==> src/sv/krmt_pkg.sv <==
package krmt_pkg;

   localparam int ID_W       = 16;
   localparam int LEN_W      = 10;
   localparam int CHAR_W     = 8;
   localparam int KEY_CHARS  = 5;
   localparam int LETTER_W   = 5;
   localparam int KEY_W      = KEY_CHARS * LETTER_W;
   localparam int WAIT_W     = 5;
   localparam int OUTCOME_W  = 2;

   localparam logic [LEN_W-1:0]  KEY_LEN = LEN_W'(KEY_CHARS);
   localparam logic [CHAR_W-1:0] CHAR_LO = 8'h61;
   localparam logic [CHAR_W-1:0] CHAR_HI = 8'h7a;

   localparam logic [OUTCOME_W-1:0] OUT_INVALID = 2'd0;
   localparam logic [OUTCOME_W-1:0] OUT_WAITING = 2'd1;
   localparam logic [OUTCOME_W-1:0] OUT_PAIRED  = 2'd2;
   localparam logic [OUTCOME_W-1:0] OUT_FULL    = 2'd3;

   localparam int QUEUE_DEPTH = 2;
   localparam int QPTR_W      = $clog2(QUEUE_DEPTH);
   localparam int QFILL_W     = $clog2(QUEUE_DEPTH + 1);

   typedef struct packed {
      logic [ID_W-1:0]   connection_id;
      logic [LEN_W-1:0]  key_length;
      logic [CHAR_W-1:0] key_char0;
      logic [CHAR_W-1:0] key_char1;
      logic [CHAR_W-1:0] key_char2;
      logic [CHAR_W-1:0] key_char3;
      logic [CHAR_W-1:0] key_char4;
   } req_type;

   typedef struct packed {
      logic [OUTCOME_W-1:0] outcome;
      logic [ID_W-1:0]      partner_id;
      logic [WAIT_W-1:0]    waiting_count;
   } rsp_type;

   // classified transaction handed from front to back
   typedef struct packed {
      logic             key_ok;
      logic [KEY_W-1:0] key;
      logic [ID_W-1:0]  id;
   } job_type;

   // front/back queue handshake
   typedef struct packed {
      logic    valid;
      job_type job;
   } queue_head_type;

   typedef struct packed {
      logic [KEY_W-1:0] key;
      logic [ID_W-1:0]  id;
   } entry_type;

endpackage

==> src/sv/krmt_ram.sv <==
module krmt_ram #(
   parameter int WIDTH = 8,
   parameter int DEPTH = 16
) (
   input  logic                     clock,
   input  logic                     we,
   input  logic [$clog2(DEPTH)-1:0] waddr,
   input  logic [WIDTH-1:0]         wdata,
   input  logic [$clog2(DEPTH)-1:0] raddr,
   output logic [WIDTH-1:0]         rdata
);

   logic [WIDTH-1:0] mem_ff [DEPTH];
   logic [WIDTH-1:0] rdata_ff;

   always_ff @(posedge clock) begin
      if (we) begin
         mem_ff[waddr] <= wdata;
      end
      rdata_ff <= mem_ff[raddr];
   end

   assign rdata = rdata_ff;

endmodule

==> src/sv/krmt_front.sv <==
module krmt_front
   import krmt_pkg::*;
(
   input  logic           clock,
   input  logic           reset,
   input  logic           start,
   output logic           busy,
   input  req_type        req_data,
   output queue_head_type head,
   input  logic           pop
);

   logic [CHAR_W-1:0]  chars [KEY_CHARS];
   logic               key_ok;
   logic [KEY_W-1:0]   key;
   logic               push;

   job_type            q_ff [QUEUE_DEPTH];
   logic [QPTR_W-1:0]  wr_ptr_ff, wr_ptr_in;
   logic [QPTR_W-1:0]  rd_ptr_ff, rd_ptr_in;
   logic [QFILL_W-1:0] fill_ff, fill_in;

   assign chars[0] = req_data.key_char0;
   assign chars[1] = req_data.key_char1;
   assign chars[2] = req_data.key_char2;
   assign chars[3] = req_data.key_char3;
   assign chars[4] = req_data.key_char4;

   always_comb begin
      key_ok = (req_data.key_length == KEY_LEN);
      key    = '0;
      for (int i = 0; i < KEY_CHARS; i++) begin
         if (chars[i] < CHAR_LO || chars[i] > CHAR_HI) begin
            key_ok = 1'b0;
         end
         key[i*LETTER_W +: LETTER_W] = LETTER_W'(chars[i] - CHAR_LO);
      end
   end

   assign busy = (fill_ff == QFILL_W'(QUEUE_DEPTH));
   assign push = start && !busy;

   assign head.valid = (fill_ff != '0);
   assign head.job   = q_ff[rd_ptr_ff];

   always_comb begin
      wr_ptr_in = wr_ptr_ff;
      rd_ptr_in = rd_ptr_ff;
      fill_in   = fill_ff;
      if (push) begin
         wr_ptr_in = QPTR_W'(wr_ptr_ff + 1'b1);
      end
      if (pop) begin
         rd_ptr_in = QPTR_W'(rd_ptr_ff + 1'b1);
      end
      if (push && !pop) begin
         fill_in = QFILL_W'(fill_ff + 1'b1);
      end else if (pop && !push) begin
         fill_in = QFILL_W'(fill_ff - 1'b1);
      end
   end

   always_ff @(posedge clock) begin
      if (reset) begin
         wr_ptr_ff <= '0;
         rd_ptr_ff <= '0;
         fill_ff   <= '0;
      end else begin
         wr_ptr_ff <= wr_ptr_in;
         rd_ptr_ff <= rd_ptr_in;
         fill_ff   <= fill_in;
      end
   end

   always_ff @(posedge clock) begin
      if (push) begin
         q_ff[wr_ptr_ff] <= '{key_ok: key_ok, key: key, id: req_data.connection_id};
      end
   end

endmodule

==> src/sv/krmt_back.sv <==
module krmt_back
   import krmt_pkg::*;
#(
   parameter int TABLE_DEPTH = 16
) (
   input  logic           clock,
   input  logic           reset,
   input  queue_head_type head,
   output logic           pop,
   output logic           rsp_valid,
   output rsp_type        rsp_data
);

   localparam int AW = $clog2(TABLE_DEPTH);
   localparam int CW = $clog2(TABLE_DEPTH + 1);
   localparam logic [CW-1:0] FULL_COUNT = CW'(TABLE_DEPTH);

   localparam logic [1:0] ST_IDLE  = 2'd0;
   localparam logic [1:0] ST_SCAN  = 2'd1;
   localparam logic [1:0] ST_SHIFT = 2'd2;

   logic [1:0]      state_ff, state_in;
   logic [CW-1:0]   addr_ff, addr_in;
   logic            pend_ff, pend_in;
   logic [AW-1:0]   pidx_ff, pidx_in;
   logic [CW-1:0]   count_ff, count_in;
   job_type         job_ff, job_in;
   logic [ID_W-1:0] partner_ff, partner_in;
   logic            rsp_valid_ff, rsp_valid_in;
   rsp_type         rsp_ff, rsp_in;

   logic            we;
   logic [AW-1:0]   waddr;
   entry_type       wentry;
   entry_type       rentry;
   logic            issue;

   krmt_ram #(
      .WIDTH ($bits(entry_type)),
      .DEPTH (TABLE_DEPTH)
   ) u_table (
      .clock (clock),
      .we    (we),
      .waddr (waddr),
      .wdata (wentry),
      .raddr (addr_ff[AW-1:0]),
      .rdata (rentry)
   );

   assign issue = (addr_ff < count_ff);

   always_comb begin
      state_in     = state_ff;
      addr_in      = addr_ff;
      pend_in      = pend_ff;
      pidx_in      = pidx_ff;
      count_in     = count_ff;
      job_in       = job_ff;
      partner_in   = partner_ff;
      rsp_valid_in = 1'b0;
      rsp_in       = rsp_ff;
      pop          = 1'b0;
      we           = 1'b0;
      waddr        = pidx_ff;
      wentry       = rentry;

      unique case (state_ff)
         ST_IDLE: begin
            if (head.valid) begin
               pop    = 1'b1;
               job_in = head.job;
               if (!head.job.key_ok) begin
                  rsp_valid_in = 1'b1;
                  rsp_in       = '{outcome: OUT_INVALID, partner_id: '0,
                                   waiting_count: WAIT_W'(count_ff)};
               end else begin
                  addr_in  = '0;
                  pend_in  = 1'b0;
                  state_in = ST_SCAN;
               end
            end
         end
         ST_SCAN: begin
            // read data arrives in the cycle after its address is issued
            if (pend_ff && rentry.key == job_ff.key) begin
               partner_in = rentry.id;
               addr_in    = CW'(CW'(pidx_ff) + 1'b1);
               pend_in    = 1'b0;
               state_in   = ST_SHIFT;
            end else if (issue) begin
               addr_in = CW'(addr_ff + 1'b1);
               pend_in = 1'b1;
               pidx_in = addr_ff[AW-1:0];
            end else begin
               pend_in  = 1'b0;
               state_in = ST_IDLE;
               rsp_valid_in = 1'b1;
               if (count_ff == FULL_COUNT) begin
                  rsp_in = '{outcome: OUT_FULL, partner_id: '0,
                             waiting_count: WAIT_W'(count_ff)};
               end else begin
                  we       = 1'b1;
                  waddr    = count_ff[AW-1:0];
                  wentry   = '{key: job_ff.key, id: job_ff.id};
                  count_in = CW'(count_ff + 1'b1);
                  rsp_in   = '{outcome: OUT_WAITING, partner_id: '0,
                               waiting_count: WAIT_W'(count_ff + 1'b1)};
               end
            end
         end
         ST_SHIFT: begin
            // close the gap: entry j+1 is read, then written to j in the cycle after
            if (pend_ff) begin
               we = 1'b1;
            end
            if (issue) begin
               addr_in = CW'(addr_ff + 1'b1);
               pend_in = 1'b1;
               pidx_in = AW'(addr_ff - 1'b1);
            end else if (pend_ff) begin
               pend_in = 1'b0;
            end else begin
               count_in     = CW'(count_ff - 1'b1);
               state_in     = ST_IDLE;
               rsp_valid_in = 1'b1;
               rsp_in       = '{outcome: OUT_PAIRED, partner_id: partner_ff,
                                waiting_count: WAIT_W'(count_ff - 1'b1)};
            end
         end
         default: begin
            state_in = ST_IDLE;
         end
      endcase
   end

   always_ff @(posedge clock) begin
      if (reset) begin
         state_ff     <= ST_IDLE;
         pend_ff      <= 1'b0;
         count_ff     <= '0;
         rsp_valid_ff <= 1'b0;
      end else begin
         state_ff     <= state_in;
         pend_ff      <= pend_in;
         count_ff     <= count_in;
         rsp_valid_ff <= rsp_valid_in;
      end
   end

   always_ff @(posedge clock) begin
      addr_ff    <= addr_in;
      pidx_ff    <= pidx_in;
      job_ff     <= job_in;
      partner_ff <= partner_in;
      rsp_ff     <= rsp_in;
   end

   assign rsp_valid = rsp_valid_ff;
   assign rsp_data  = rsp_ff;

endmodule

==> src/sv/key_rendezvous_match_table_top.sv <==
// Channel   Handshake              Payload             Notes
// request   start && !busy         req_data (req_type) busy = 2-deep queue full
// response  rsp_valid (1 cycle)    rsp_data (rsp_type) one per request, in order
//
// Invalid key: answered by the idle back part when it pops the request; the response is registered.
// Valid key: one table read per cycle over the n waiting entries, through the single read port;
// a match shifts later entries down one per cycle. Queued requests wait for those ahead.
// Synchronous reset empties the queue and the table count; table contents are kept.
// The response side cannot stall; busy only reflects the front queue filling up.
module key_rendezvous_match_table_top
   import krmt_pkg::*;
#(
   parameter int TABLE_DEPTH = 16
) (
   input  logic    clock,
   input  logic    reset,
   input  logic    start,
   output logic    busy,
   input  req_type req_data,
   output logic    rsp_valid,
   output rsp_type rsp_data
);

   queue_head_type head;
   logic           pop;

   krmt_front u_front (
      .clock    (clock),
      .reset    (reset),
      .start    (start),
      .busy     (busy),
      .req_data (req_data),
      .head     (head),
      .pop      (pop)
   );

   krmt_back #(
      .TABLE_DEPTH (TABLE_DEPTH)
   ) u_back (
      .clock     (clock),
      .reset     (reset),
      .head      (head),
      .pop       (pop),
      .rsp_valid (rsp_valid),
      .rsp_data  (rsp_data)
   );

endmodule

==> config.mk <==
export PLATFORM = sky130hd
export DESIGN_NAME = key_rendezvous_match_table_top
export DESIGN_NICKNAME = d
export VERILOG_FILES = /design/src/sv/krmt_pkg.sv /design/src/sv/krmt_ram.sv /design/src/sv/krmt_front.sv /design/src/sv/krmt_back.sv /design/src/sv/key_rendezvous_match_table_top.sv
export SDC_FILE = /design/constraint.sdc
export NUM_CORES = 1
export LEC_CHECK = 0
export BUFFER_PORTS_ARGS = -buffer_cell sky130_fd_sc_hd__buf_2
export CORE_MARGIN = 1.5
export CORE_UTILIZATION = 40
export DETAILED_ROUTE_END_ITERATION = 12
export PLACE_DENSITY_LB_ADDON = 0.08
export SLEW_MARGIN = 20
export SYNTH_ARGS = -nofsm -noshare
export SYNTH_HDL_FRONTEND = slang
export SYNTH_SLANG_ARGS = --single-unit
==> constraint.sdc <==
create_clock -name clock -period 15.2 [get_ports clock]
set_input_delay 2.28 -clock clock [delete_from_list [all_inputs] [get_ports clock]]
set_output_delay 2.28 -clock clock [all_outputs]
set_load 0.005 [all_outputs]
-- After elaboration in Yosys (flattened, before gate mapping)
Memories as Yosys holds them, arrays and structs flattened. A register that Yosys moved wholly into a read port is not among the register bits.
Cells that the tools add are included.
- flip-flop bits (word level): 102
- memory bits (writable): 740
- input bits: 69
- output and inout port bits: 25
- word-level logic and storage cells: 153
- memories kept: 2
- memories (name ; words ; bits a word ; rd ports ; clocked after Yosys merged registers in ; write ports ; line ; source):
    u_back.u_table.mem_ff ; 16 ; 41 ; 1 ; 1 ; 1 ; krmt_ram.sv:13 ; logic [WIDTH-1:0] mem_ff [DEPTH];
    u_front.q_ff ; 2 ; 42 ; 1 ; 1 ; 1 ; krmt_front.sv:18 ; job_type q_ff [QUEUE_DEPTH];
- add/sub/neg operators: 14
- $lt $le $gt $ge: 11
- equality and inequality tests: 17
- mux-type cells: 70
- reduce and logical (&&, ||, !) cells: 24
- operators by type and width (kind ; count):
    41-bit two-way mux ; 4
    23-bit two-way mux ; 7
    23-bit case mux with 3 select lines ; 1
    5-bit two-way mux ; 9
    8-bit by 7-bit > comparator with 1-bit output (second input constant) ; 5
    8-bit by 7-bit < comparator with 1-bit output (second input constant) ; 5
    5-bit by 1-bit subtractor with 5-bit output (second input constant) ; 6
    4-bit two-way mux ; 7
    1-bit two-way mux ; 27
    25-bit == test ; 1
    2-bit two-way mux ; 8
    5-bit case mux with 3 select lines ; 1
    2-bit != test (second input constant) ; 7
    5-bit by 1-bit adder with 5-bit output (second input constant) ; 2
    10-bit by 3-bit == test with 1-bit output (second input constant) ; 1
    5-bit case mux with 2 select lines ; 1
    4-bit case mux with 2 select lines ; 1
    7-bit AND reduction ; 1
    2-bit by 1-bit != test with 1-bit output (second input constant) ; 3
    1-bit case mux with 3 select lines ; 2
    2-bit case mux with 3 select lines ; 1
    6-bit AND reduction ; 1
    2-bit nonzero test ; 3
    4-bit by 1-bit adder with 5-bit output (second input constant) ; 1
    19 further kinds ; 31

-- Depth between registers and ports, before layout
- depth after elaboration: 7
- depth in mapped cells: 10
- mapped depth without buffers: 8

-- Modules after synthesis
From an unflattened synthesis, not the netlist that was laid out.
- cells, all modules: 1685
- area total of the unflattened synthesis: 34130.2 um^2
- modules (own cells, without submodules) (module ; instances ; cells an instance ; area an instance (um^2)):
    krmt_ram ; 1 ; 1066 ; 25369.3
    krmt_back ; 1 ; 381 ; 4938.5
    krmt_front ; 1 ; 238 ; 3822.4

-- Worst setup path after synthesis
No wires, ideal clock.
- kind: register -> register
- start: register u_back.count_ff[1]
- end: register u_back.rsp_ff (netlist bit u_back.rsp_data[0]), enable pin
- setup time: 0.529 ns
- arrival: 5.387 ns
- data required time: 14.671 ns
- slack: 9.284 ns
- cell stages (with the launch flop): 9
- clock period less this slack: 5.916 ns
- cell sequence: dfxtp_1 clkbuf_1 inv_1 ha_1 nand2_1 o21a_1 o21ai_4 a21oi_1 a2111oi_0
- cells in the longest elaborated chain, start to end: 3
- elaborated cells between the ends (all ways): 4
- those cells by class: order compare: 1; eq/ne: 2; reduce/logical: 1
- ends and longest elaborated chain (element ; line ; source):
    start: declaration ; krmt_back.sv:26 ; logic [CW-1:0] count_ff, count_in;
    start signal: assignment ; krmt_back.sv:145 ; count_ff <= count_in;
    5-bit < comparator (*) ; krmt_back.sv:50 ; assign issue = (addr_ff < count_ff);
    2-bit != test (no source line) ; n/a ;
    7-bit AND reduction (no source line) (*) ; n/a ;
    end signal: assignment ; krmt_back.sv:155 ; rsp_ff <= rsp_in;
    end: declaration ; krmt_back.sv:30 ; rsp_type rsp_ff, rsp_in;
Every way passes the cells marked *; elsewhere a longest branch is shown, timed or not.
A chain may end at the register's enable or synchronous reset.

-- Worst setup path in the final report
- start: register u_back.job_ff[37] (netlist bit)
- end: memory u_back.u_table.mem_ff[13][26] (netlist bit), enable pin
- cells in the longest elaborated chain, start to end: 6
- elaborated cells between the ends (all ways): 8
- those cells by class: eq/ne: 1; mux: 6; reduce/logical: 1
- ends and longest elaborated chain (element ; line ; source):
    start: declaration ; krmt_back.sv:27 ; job_type job_ff, job_in;
    start signal: assignment ; krmt_back.sv:153 ; job_ff <= job_in;
    25-bit == test (*) ; krmt_back.sv:85 ; if (pend_ff && rentry.key == job_ff.key) begin
    1-bit logical AND (*) ; krmt_back.sv:85 ;
    1-bit two-way mux ; krmt_back.sv:85 ;
    1-bit case mux with 2 select lines ; krmt_back.sv:67 ; unique case (state_ff)
    1-bit two-way mux ; krmt_ram.sv:17 ; if (we) begin
    1-bit two-way mux (implied by the code) ; krmt_ram.sv:18 ; mem_ff[waddr] <= wdata;
    end: declaration ; krmt_ram.sv:13 ;
Marks and branches as above.

==> flow_metrics.py <==
metrics = {
    "status": {
        "status": "finished clean",
    },
    "critical_path": {
        "cp_max_fo": 32,
        "critical-path-slowest-cell": "mux2i_4",
        "critical_path.cell_chain": "xnor2_1 > nand4_1 > nor3_1 > nand2_1 > nand3_4 > buf_4 > mux2i_4 > buf_4",
        "worst_setup_path_start_kind": "register",
        "cp.buffers_inverters": 2,
        "timing.critical_path.to_type": "register",
        "worst-endpoint-arrival_ns": 5.47,
        "cp.required_ns": 15.47,
        "cp_slowest_stage_delay_ns": 0.89,
        "critical_setup_path_kind": "reg -> reg",
        "path_delay_family": "simple AND/OR/NAND/NOR gates",
        "cp_common_cell": "buf_4",
    },
    "sta": {
        "clock-skew-final_ns": 0.02064,
        "finalHoldWorstSlack_ns": 0.4274,
        "drv_slew": 0,
        "final_hold_viol_count": 0,
        "final.period_utilization_pct": 34.18,
        "tightest_slew_ns": 0.9271,
        "final_period_minus_worst_setup_slack_ns": 5.195,
        "rsz0062_at_grt": "false",
        "maxClockFrequency_mhz": 192.5,
        "setup_total_negative_slack_ns": 0,
        "finalSetupViolCount": 0,
        "max-slew-margin-rel_pct": 36.88,
    },
    "cts": {
        "cts.reportedPaths.clkPinSlew_ns": 0.06,
        "post-cts-setup-buffer-count": 0,
        "tritoncts.num_buffers": 94,
        "clock-sinks": 884,
        "cts.repair.resized": 0,
        "cts-hold-fix-buffers": 0,
        "clockRootBuffer": "clkbuf_16",
        "h-tree-depth": 3,
        "insertion_delay_ns": 0.65,
        "ctsLongestPathBuffers": 3,
        "cts_tree": "built",
    },
    "die": {
        "floorplan.die.width_um": 296.4,
        "die-area_um2": 87880,
        "initial_core_util_pct": 40.39,
        "core_area_um2": 85280,
        "die_h_um": 296.4,
        "ioPinCount": 94,
        "fp-row-count": 107,
    },
    "final_layout": {
        "seq_area_um2": 26000,
        "fill_cells": 7163,
        "flow.area_growth_from_synthesis_pct": 14.76,
        "finalNonFillerCells": 2996,
        "multi_input_area_um2": 8203,
        "finalInstanceArea_um2": 39530,
        "drive_above_1_share_pct": 28.96,
        "post_layout_net_count": 1864,
    },
    "logic_synthesis": {
        "synthesis.area_per_instance_um2": 21.17,
        "synth_top_area_cell": "edfxtp_1",
        "synth.lib_cells_used.distinct": 58,
        "synth.net_count": 1721,
        "synth-edff-count": 829,
        "yosys_register_bits": 884,
        "postSynth.topFlopCell": "edfxtp_1",
        "ys_seq_area_share_pct": 75.47,
        "synth.area.top_cells": "edfxtp_1 72%, mux4_2 13%, dfxtp_1 3.2%, mux2_1 1.4%, mux2_2 1.4%",
        "netlist_instances": 1627,
        "yosys.area.top_type_share_pct": 72.27,
        "yosysWarnings": 0,
        "cell_area_after_technology_mapping_um2": 34440,
        "ys_async_sr_fraction_pct": 0,
    },
    "global_routing": {
        "grt_max_degree": 127,
        "grt_remaining_overflow": 0,
        "grt_use_total_pct": 18.62,
        "grt_pass1_vias": 16614,
        "grt_antenna_before_repair": 12,
        "grt_pass1_wl_um": 116100,
    },
    "placed_design": {
        "io_buffer_count": 93,
        "detailedPlacementHpwl_um": 45790,
        "routabilityCongestion": 0.7340,
        "placed_cells": 2818,
        "placed_cell_area_um2": 36490,
    },
    "power_and_ir_drop": {
        "powerDensity_nw_per_um2": 186.3,
        "leakage_nw": 12.63,
        "peakVddDrop_mv": 0.09709,
    },
    "flow_run": {
        "drv_cap": 0,
    },
    "routing": {
        "routedWlPerCell_um": 26.61,
        "antenna_left": 0,
        "remaining_drc_errors": 0,
        "dr_total_vias": 15917,
        "initialDrtViolationCount": 1187,
        "vias_per_cell": 5.313,
        "drt_first_pass_iters": 5,
        "postRouteWirelength_um": 79720,
    },
    "hold_path": {
        "worstHoldPathType": "reg -> reg",
    },
}
==> cell families after synthesis <==
group / share of synthesized area [%]
multiplexers: 16.70
AO/OA/AOI/OAI: 1.446
flip-flops: 75.47
XOR/XNOR: 1.348
AND/OR/NAND/NOR: 2.764
buffers and inverters: 1.362
adder cells (fa/ha/maj): 0.9081
==> worst reg2reg max path, cell delays in order (launching register included) <==
cell and delay [ns]:
edfxtp_1 0.40, xnor2_1 0.20, nand4_1 0.23, nor3_1 0.65
nand2_1 0.48, nand3_4 0.66, buf_4 0.69, mux2i_4 0.92
buf_4 0.57
==> flip-flops by register name, indices dropped and copies added, names as in the netlist, named ones only <==
register / cells
u_front.wr_ptr_ff: 1
u_back.pend_ff: 1
u_back.pidx_ff: 4
u_front.rd_ptr_ff: 1
u_back.count_ff: 5
u_back.addr_ff: 5
u_front.q_ff: 84
u_back.state_ff: 2
u_back.job_ff: 41
u_back.u_table.mem_ff: 656
u_front.fill_ff: 2
u_back.partner_ff: 16
u_back.rsp_valid: 1
u_back.u_table.rdata: 41
u_back.rsp_data: 23
==> synthesized netlist by cell type (5+ instances only) <==
cell,count
edfxtp_1,829
mux4_2,205
dfxtp_1,55
clkbuf_1,48
mux2_1,42
mux2_2,42
nand2_1,40
xnor2_1,34
inv_1,31
ha_1,25
nand3_1,25
nor2_1,24
mux2i_1,19
xor2_1,19
and2_1,18
buf_2,18
a21oi_1,17
nand4_1,13
and3_1,8
nor3_1,8
o21ai_0,8
buf_1,7
nand2b_1,6
o21a_1,6
o21bai_1,5
o221ai_1,5
==> cell usage in the layout (no fill, tap or decap), types with 28 or more instances in the layout <==
cell	instances
buf_4	31
edfxtp_1	829
buf_2	93
clkbuf_16	95
nand2_1	40
mux2_1	42
mux2_2	42
clkbuf_1	28
xnor2_1	34
inv_1	30
mux4_2	205
dfxtp_1	54
==> final timing paths <==
path,from,end,slack [ns],depth (start not counted)
setup / recovery,u_back.job_ff[37],u_back.u_table.mem_ff[13][26],10.00,8
hold / removal,u_back.u_table.rdata[1],u_back.partner_ff[1],0.43,0
setup reg to reg,u_back.job_ff[37],u_back.u_table.mem_ff[13][26],10.00,8
hold reg to reg,u_back.u_table.rdata[1],u_back.partner_ff[1],0.43,0
==> stage by stage <==
stage                     setup WS [ns]  total power, mW  util [%]
final                             10.00            7.364     46.35
after global placement            9.932            5.218     42.78
after detailed placement          9.831            5.243     42.78
after global routing              9.707            7.700     46.35
after floorplan                   9.284            4.565         -
after CTS                         9.795            7.487     46.35
==> routing by layer <==
layer  up-vias  GRT usage (%)  routed length [um]
met2       293          31.23               39790
met4         4          5.886                2268
met5         -              0                  26
met1      8502          25.17               35070
met3       122          2.682                2557
li1       6996              -                   -
==> where the power goes <==
| part | internal [mW] | switching [mW] | total (mW) |
|---|---|---|---|
| clock network | 1.30 | 0.926 | 2.23 |
| logic | 0.663 | 1.09 | 1.75 |
| registers | 3.29 | 0.0941 | 3.38 |
==> layout make-up <==
type / count / share of cell area, %
Timing Repair Buffer: 126 / 1.868
Clock inverter: 39 / 0.8863
Sequential cell: 884 / 65.77
Clock buffer: 138 / 6.803
Antenna cell: 1 / 0.006331
Inverter: 31 / 0.2944
Tap cell: 1144 / 3.621
Multi-Input combinational cell: 633 / 20.75
No activity file was read; power rests on OpenSTA's default activity.
